### config.mk
export PLATFORM = sky130hd
export DESIGN_NAME = multibyte_charset_validator_top
export DESIGN_NICKNAME = d
export VERILOG_FILES = /design/src/hw/rtl/mcv_pkg.sv /design/src/hw/rtl/mcv_classify.sv /design/src/hw/rtl/mcv_track.sv /design/src/hw/rtl/multibyte_charset_validator_top.sv
export SDC_FILE = /design/constraint.sdc
export NUM_CORES = 1
export LEC_CHECK = 0
export ABC_AREA = 1
export BUFFER_PORTS_ARGS = -buffer_cell sky130_fd_sc_hd__buf_2
export CAP_MARGIN = 40
export CORE_MARGIN = 3
export CORE_UTILIZATION = 44
export CTS_BUF_LIST = sky130_fd_sc_hd__clkbuf_8 sky130_fd_sc_hd__clkbuf_16
export DETAILED_ROUTE_END_ITERATION = 7
export SETUP_SLACK_MARGIN = 0.02
export SLEW_MARGIN = 10
export SYNTH_ARGS = -nofsm -noshare
export SYNTH_HDL_FRONTEND = slang
export SYNTH_SLANG_ARGS = --single-unit
### constraint.sdc
create_clock -name clk -period 5.4 [get_ports clk]
set_input_delay 0.81 -clock clk [delete_from_list [all_inputs] [get_ports clk]]
set_output_delay 0.81 -clock clk [all_outputs]
set_load 0.03 [all_outputs]
### src/hw/rtl/mcv_pkg.sv
`timescale 1ns / 1ps
// ----------------------------------------------------------------------------
// mcv_pkg
// Shared types and constants of the multibyte charset validator.
// ----------------------------------------------------------------------------
package mcv_pkg;

	localparam int MAX_STRING_BYTES = 4096;

	localparam int MODE_W = 2;
	localparam int KIND_W = 2;

	localparam logic [MODE_W-1:0] MODE_SJIS  = 2'd0;
	localparam logic [MODE_W-1:0] MODE_BIG5  = 2'd1;
	localparam logic [MODE_W-1:0] MODE_IDENT = 2'd2;

	localparam logic [KIND_W-1:0] KIND_SINGLE = 2'd0;
	localparam logic [KIND_W-1:0] KIND_LEAD   = 2'd1;
	localparam logic [KIND_W-1:0] KIND_TRAIL  = 2'd2;
	localparam logic [KIND_W-1:0] KIND_BAD    = 2'd3;

	typedef struct packed {
		logic is_single;
		logic is_lead;
		logic is_trail;
	} byte_class_t;

endpackage

### src/hw/rtl/mcv_classify.sv
`timescale 1ns / 1ps
// ----------------------------------------------------------------------------
// mcv_classify
// Range decode of one byte into single, lead and trail classes per encoding.
// ----------------------------------------------------------------------------
module mcv_classify (
	input  logic [mcv_pkg::MODE_W-1:0] mode,
	input  logic [7:0]                 data_byte,
	output mcv_pkg::byte_class_t       cls
);

	always_comb begin
		cls = '0;
		case (mode)
			mcv_pkg::MODE_SJIS: begin
				cls.is_single = data_byte inside {[8'h21:8'h7E], [8'hA1:8'hDF]};
				cls.is_lead   = data_byte inside {[8'h81:8'h9F], [8'hE0:8'hEF]};
				cls.is_trail  = data_byte inside {[8'h40:8'h7E], [8'h80:8'hFC]};
			end
			mcv_pkg::MODE_BIG5: begin
				cls.is_single = data_byte inside {[8'h00:8'h7F]};
				cls.is_lead   = data_byte inside {[8'hA1:8'hF9]};
				cls.is_trail  = data_byte inside {[8'h40:8'h7E], [8'hA1:8'hFE]};
			end
			default: begin
				// identifier mode, unused code included
				cls.is_single = data_byte inside {[8'h30:8'h39], [8'h41:8'h5A],
					[8'h61:8'h7A], 8'h28, 8'h29, 8'h5B, 8'h5D, 8'h5F, 8'h2D};
			end
		endcase
	end

endmodule

### src/hw/rtl/mcv_track.sv
`timescale 1ns / 1ps
// ----------------------------------------------------------------------------
// mcv_track
// Per-string state: pending lead, offsets, character count, sticky error.
// Produces the verdict for the current item and advances the state.
// ----------------------------------------------------------------------------
module mcv_track #(
	parameter int MAX_STRING_BYTES = mcv_pkg::MAX_STRING_BYTES,
	parameter int OFFSET_W         = $clog2(MAX_STRING_BYTES),
	parameter int COUNT_W          = $clog2(MAX_STRING_BYTES + 1)
) (
	input  logic                       clk,
	input  logic                       arst_n,
	input  logic                       adv,
	input  mcv_pkg::byte_class_t       cls,
	input  logic                       last,
	output logic [mcv_pkg::KIND_W-1:0] kind,
	output logic [COUNT_W-1:0]         count,
	output logic                       err,
	output logic [OFFSET_W-1:0]        err_offset
);

	localparam logic [COUNT_W-1:0]  COUNT_MAX  = COUNT_W'(MAX_STRING_BYTES);
	localparam logic [OFFSET_W-1:0] OFFSET_MAX = OFFSET_W'(MAX_STRING_BYTES - 1);

	logic                expect_trail_q;
	logic [OFFSET_W-1:0] byte_offset_q;
	logic [COUNT_W-1:0]  char_counter_q;
	logic [OFFSET_W-1:0] lead_offset_q;
	logic                error_flag_q;
	logic [OFFSET_W-1:0] first_error_offset_q;

	logic                expect_n;
	logic [OFFSET_W-1:0] lead_n;
	logic                bump;
	logic                latch;
	logic [OFFSET_W-1:0] latch_offset;
	logic                err_n;
	logic [OFFSET_W-1:0] first_n;
	logic [COUNT_W-1:0]  count_n;
	logic [OFFSET_W-1:0] offset_n;

	always_comb begin
		kind         = mcv_pkg::KIND_BAD;
		expect_n     = 1'b0;
		lead_n       = lead_offset_q;
		bump         = 1'b0;
		latch        = 1'b0;
		latch_offset = byte_offset_q;
		if (error_flag_q) begin
			bump = 1'b1;
		end else if (expect_trail_q) begin
			if (cls.is_trail) begin
				kind = mcv_pkg::KIND_TRAIL;
			end else begin
				latch        = 1'b1;
				latch_offset = lead_offset_q;
			end
		end else begin
			bump = 1'b1;
			if (cls.is_single) begin
				kind = mcv_pkg::KIND_SINGLE;
			end else if (cls.is_lead) begin
				kind     = mcv_pkg::KIND_LEAD;
				lead_n   = byte_offset_q;
				expect_n = 1'b1;
			end else begin
				latch = 1'b1;
			end
		end
		// lead byte at end of string
		if (last && expect_n) begin
			kind         = mcv_pkg::KIND_BAD;
			expect_n     = 1'b0;
			latch        = 1'b1;
			latch_offset = lead_n;
		end
		err_n   = error_flag_q | latch;
		first_n = (latch && !error_flag_q) ? latch_offset : first_error_offset_q;
		count_n = (bump && char_counter_q < COUNT_MAX) ? char_counter_q + 1'b1
			: char_counter_q;
		offset_n = (byte_offset_q < OFFSET_MAX) ? byte_offset_q + 1'b1 : byte_offset_q;
	end

	assign count      = count_n;
	assign err        = err_n;
	assign err_offset = err_n ? first_n : '0;

	always_ff @(posedge clk or negedge arst_n) begin
		if (!arst_n) begin
			expect_trail_q       <= 1'b0;
			byte_offset_q        <= '0;
			char_counter_q       <= '0;
			lead_offset_q        <= '0;
			error_flag_q         <= 1'b0;
			first_error_offset_q <= '0;
		end else if (adv) begin
			if (last) begin
				expect_trail_q       <= 1'b0;
				byte_offset_q        <= '0;
				char_counter_q       <= '0;
				lead_offset_q        <= '0;
				error_flag_q         <= 1'b0;
				first_error_offset_q <= '0;
			end else begin
				expect_trail_q       <= expect_n;
				byte_offset_q        <= offset_n;
				char_counter_q       <= count_n;
				lead_offset_q        <= lead_n;
				error_flag_q         <= err_n;
				first_error_offset_q <= first_n;
			end
		end
	end

endmodule

### src/hw/rtl/multibyte_charset_validator_top.sv
`timescale 1ns / 1ps
// ----------------------------------------------------------------------------
// multibyte_charset_validator_top
// Byte stream validator for Shift-JIS, Big5 and identifier text.
// ----------------------------------------------------------------------------
// Takes one byte per cycle while in_stall is low and returns one result per
// byte: an input register, then range decode and string state update in a
// single pass that carries the one-bit pending-lead state from byte to byte,
// then a result register. Sustained rate is one item per clock unless stalled.
// A stalled result holds while the input register still takes one more item.
// The encoding register may only be written while no item is in flight.
// ----------------------------------------------------------------------------
module multibyte_charset_validator_top #(
	parameter int MAX_STRING_BYTES = mcv_pkg::MAX_STRING_BYTES,
	parameter int OFFSET_W         = $clog2(MAX_STRING_BYTES),
	parameter int COUNT_W          = $clog2(MAX_STRING_BYTES + 1)
) (
	input  logic                       clk,
	input  logic                       arst_n,
	input  logic                       cfg_valid,
	output logic                       cfg_ready,
	input  logic [mcv_pkg::MODE_W-1:0] cfg_data,
	input  logic                       in_valid,
	output logic                       in_stall,
	input  logic [7:0]                 data_byte,
	input  logic                       last,
	output logic                       out_valid,
	input  logic                       out_stall,
	output logic [mcv_pkg::KIND_W-1:0] byte_kind,
	output logic [COUNT_W-1:0]         char_number,
	output logic                       error_seen,
	output logic [OFFSET_W-1:0]        error_offset,
	output logic                       string_done
);

	logic [mcv_pkg::MODE_W-1:0] mode_q;

	logic       valid_s1;
	logic [7:0] data_s1;
	logic       last_s1;

	logic                       valid_s2;
	logic [mcv_pkg::KIND_W-1:0] kind_s2;
	logic [COUNT_W-1:0]         count_s2;
	logic                       err_s2;
	logic [OFFSET_W-1:0]        err_offset_s2;
	logic                       done_s2;

	logic                       accept;
	logic                       adv;
	mcv_pkg::byte_class_t       cls;
	logic [mcv_pkg::KIND_W-1:0] kind;
	logic [COUNT_W-1:0]         count;
	logic                       err;
	logic [OFFSET_W-1:0]        err_offset;

	assign cfg_ready = 1'b1;
	assign adv       = valid_s1 && !(valid_s2 && out_stall);
	assign in_stall  = valid_s1 && valid_s2 && out_stall;
	assign accept    = in_valid && !in_stall;

	mcv_classify u_classify (
		.mode      (mode_q),
		.data_byte (data_s1),
		.cls       (cls)
	);

	mcv_track #(
		.MAX_STRING_BYTES (MAX_STRING_BYTES),
		.OFFSET_W         (OFFSET_W),
		.COUNT_W          (COUNT_W)
	) u_track (
		.clk        (clk),
		.arst_n     (arst_n),
		.adv        (adv),
		.cls        (cls),
		.last       (last_s1),
		.kind       (kind),
		.count      (count),
		.err        (err),
		.err_offset (err_offset)
	);

	always_ff @(posedge clk or negedge arst_n) begin
		if (!arst_n) begin
			mode_q   <= mcv_pkg::MODE_SJIS;
			valid_s1 <= 1'b0;
			valid_s2 <= 1'b0;
		end else begin
			if (cfg_valid && cfg_ready) begin
				mode_q <= cfg_data;
			end
			if (accept) begin
				valid_s1 <= 1'b1;
			end else if (adv) begin
				valid_s1 <= 1'b0;
			end
			if (adv) begin
				valid_s2 <= 1'b1;
			end else if (!out_stall) begin
				valid_s2 <= 1'b0;
			end
		end
	end

	// payload registers
	always_ff @(posedge clk) begin
		if (accept) begin
			data_s1 <= data_byte;
			last_s1 <= last;
		end
		if (adv) begin
			kind_s2       <= kind;
			count_s2      <= count;
			err_s2        <= err;
			err_offset_s2 <= err_offset;
			done_s2       <= last_s1;
		end
	end

	assign out_valid    = valid_s2;
	assign byte_kind    = kind_s2;
	assign char_number  = count_s2;
	assign error_seen   = err_s2;
	assign error_offset = err_offset_s2;
	assign string_done  = done_s2;

endmodule
==> impl_results.md <==
* Sw Share at 37.2%
* Setup TNS Final at 0 ns
* Placeable Area at 10400 um2
* Synth Area in Compound Gates at 11.0%
* Cell Int Power at 1.34 mW
* XOR/XNOR Fraction of Synth Area at 1.85%
* Adder-cell share of the synthesized area at 0.527%
* Total gr overflow at 0
* Total power at 2.13 mW
* Pin count of the biggest net entering global routing at 56
* Total CTS buffers at 9
* Unrepaired setup endpoints after global routing: no
* Global routing usage on met3 at 3.93%
* Initial antenna violation count at 0
* Placer Congestion at 0.871
* WL per Instance at 13.2 um
* Yosys reg bits at 93
* Iter 0 DRT Violations at 206
* Ports at 48
* Worst stage delay on the critical path at 0.51 ns
* Met2 Use GR at 25.9%
* Clock period minus worst slack at 2.82 ns
* Most common cell after layout, fill and taps aside: nand2_1
* Post-layout nets at 609
* Max Cap Violations at 0
* Cell chain of the critical path: buf_2 -> nand2_1 -> inv_2 -> nor2_4 -> buf_4 -> inv_2 -> nor2_4 -> inv_2 -> nand2_2 -> inv_2 -> nor3_4 -> nand2_1 -> nor2_2 -> nand3_1 -> nand2_1 -> a21oi_1
* Vias per cell at 5.01
* Clock slew at reported path FFs at 0.10 ns
* Main combinational cell family by area after synthesis: simple AND/OR/NAND/NOR gates
* Critical Path RT at 5.67 ns
* Simple-Gate Fraction of Synth Area at 23.5%
* Die Area at 12100 um2
* Combinational fraction of design power at 30.6%
* CP max-delay cell: buf_4
* Die extent in y at 110 um
* Switch Pwr at 0.794 mW
* Worst-path fanout max at 55
* Final setup fails at 0
* Top delay family on crit path: buffers and inverters
* Max-slew violation count at 0
* Diodes inserted at 0
* CP Capture Type: flip-flop
* Least-Margin Pin Slew at 0.906 ns
* Slew Limit Headroom at 39.4%
* Cell count after synthesis at 548
* DR DRC count at 0
* Power per cell area at 404 nW/um2
* Clock latency at the later pin of the worst-skew pair at 0.37 ns
* Layout area overhead at 11.2%
* Placed cells at 716
* Commonest non-fill, non-tap cells in the layout: nand2_1, inv_1, dfrtp_1
* Yosys warnings at 0
* Most used cell, CP: inv_2
* Post-DRT Antenna Nets at 0
* CTS Hold Buffers Added at 0
* M1 GR Usage at 24.0%
* Share of layout cells above drive strength 1 at 15.9%
* Starting Density at 45.6%
* Critical Setup Path Class: input port to flip-flop
* Port buffer count at 46
* CP arrival at 3.09 ns
* Maximum vdd ir drop at 0.196 mV
* Buf/Inv on CP at 6
* GRT Max-Usage Layer: met2
* Clk pwr share at 24.5%
* Post-synthesis mux area share at 0.237%
* Row count at 37
* HPWL reported at the end of detailed placement at 6670 um
* Tot GR Track Use at 17.3%
* Sequential power share at 45.0%
* Pre-CTS setup slack at 2.17 ns
* Via count at 3668
* Fin Clk Skew at 0.0112 ns
* Post-cts gate resize count at 0
* Mapped Avg Cell Area at 8.66 um2
* Root buffer cell: clkbuf_8
* First-pass GRT wire length at 16400 um
* Sink Count at 93
* Die width at 110 um
* CP Launch Type: input port
* Fin. Hold Viols at 0
* Max Clk Rate at 0.355 GHz
* Synth cell types at 42
* Setup bufs post-CTS at 0
* Drt total wl at 9630 um
* Leak pwr at 2.44 nW
* Syn Nets at 566
* First drt pass iteration count at 7
* CTS H-tree depth at 3
* Register area share after synthesis at 53.0%
* Clk buf depth at 2
* Vias in the first global route at 3493
* Fin cells at 732
* Worst Slack Setup Final at 2.58 ns
* Tcrit/Tclk final at 52.1%
* Status: finished, final reports clean
* Worst Hold Class: flip-flop to flip-flop
* CTS tree: built
* Synth Cell Area at 4750 um2
logic make-up (layout without fill, tap and decap cells):
logic type      Yosys count  after routing
simple gates            243            243
buf+inv                 111            159
flops                    93             93
compound gates           87             87
xor+xnor                 10             10
fa+ha+maj                 2              2
other cells               1              1
mux                       1              1
flip-flops by register name, indices dropped and copies added (netlist names):
| register | count |
|---|---|
| char_number | 13 |
| u_track.char_counter_q | 13 |
| mode_q | 2 |
| out_valid | 1 |
| error_seen | 1 |
| valid_s1 | 1 |
| error_offset | 12 |
| data_s1 | 8 |
| u_track.lead_offset_q | 12 |
| u_track.byte_offset_q | 12 |
| byte_kind | 2 |
| string_done | 1 |
| last_s1 | 1 |
| u_track.expect_trail_q | 1 |
| u_track.error_flag_q | 1 |
| u_track.first_error_offset_q | 12 |
cell type report:
class / count / area (um2)
Multi-Input combinational cell: 344 / 1760
Inverter: 94 / 353
Fill cell: 989 / 5140
Sequential cell: 93 / 2520
Clock inverter: 7 / 97.6
Tap cell: 136 / 170
Timing Repair Buffer: 49 / 253
Clock buffer: 9 / 124
cell usage after synthesis, drive strengths merged:
| library cell | n | area share, % |
|---|---|---|
| nand2 | 135 | 11 |
| inv | 92 | 7.3 |
| dfrtp | 55 | 29 |
| o21ai | 45 | 4.7 |
| nand3 | 44 | 5.2 |
| nor2 | 39 | 3.7 |
| edfxtp | 38 | 24 |
| a21oi | 15 | 1.8 |
| nor3 | 13 | 1.7 |
| buf | 11 | 1.9 |
| o211ai | 10 | 1.6 |
| xor2 | 10 | 1.8 |
| nand4 | 8 | 1.4 |
| o22ai | 7 | 0.92 |
| clkbuf | 6 | 0.47 |
| a31oi | 2 | 0.26 |
| clkinv | 2 | 0.16 |
| ha | 2 | 0.53 |
| nor4 | 2 | 0.26 |
| o21a | 2 | 0.34 |
| o21bai | 2 | 0.55 |
| o31ai | 2 | 0.32 |
| a21boi | 1 | 0.24 |
| a22o | 1 | 0.18 |
| conb | 1 | 0.079 |
| mux2 | 1 | 0.24 |
| nor3b | 1 | 0.16 |
| or2 | 1 | 0.13 |
per-layer routing:
layer	vias up	routed length, um
li1	1875	-
met1	1684	4660
met5	-	0
met3	14	489
met2	95	4310
met4	0	176
power by group through the flow:
stage / clock (mW) / sequential [mW] / combinational (mW)
CTS: 0.532 / 0.959 / 0.657
global route: 0.569 / 0.974 / 0.741
global placement: 0 / 0.969 / 0.641
detailed placement: 0 / 0.974 / 0.656
finish: 0.521 / 0.959 / 0.652
floorplan: 0 / 1.06 / 0.426
per-stage QoR:
step / hold WS (ns) / utilization (%) / area, um2
after floorplan: 0.449 / - / 4750
after global placement: 0.461 / 48.6 / 5060
after detailed placement: 0.466 / 48.6 / 5060
after CTS: 0.490 / 50.7 / 5280
after global routing: 0.516 / 50.7 / 5280
final: 0.488 / 50.7 / 5280
worst min-delay path: stages, from the launching register on:
cell	delay (ns)
dfrtp_1	0.35
nand2_1	0.05
nand2_1	0.05
final timing paths:
kind / slack, ns / from / endpoint / depth (start not counted)
setup / recovery: 2.58 / out_stall / u_track.byte_offset_q[7] / 16
hold / removal: 0.49 / u_track.first_error_offset_q[7] / u_track.first_error_offset_q[7] / 2
setup reg to reg: 2.72 / out_valid / u_track.byte_offset_q[7] / 15
hold reg to reg: 0.49 / u_track.first_error_offset_q[7] / u_track.first_error_offset_q[7] / 2
max in group asynchronous: 4.33 / arst_n / valid_s1 / 2
min in group asynchronous: 0.56 / arst_n / u_track.first_error_offset_q[5] / 2
Note: power is estimated with default switching activity, not from simulation.
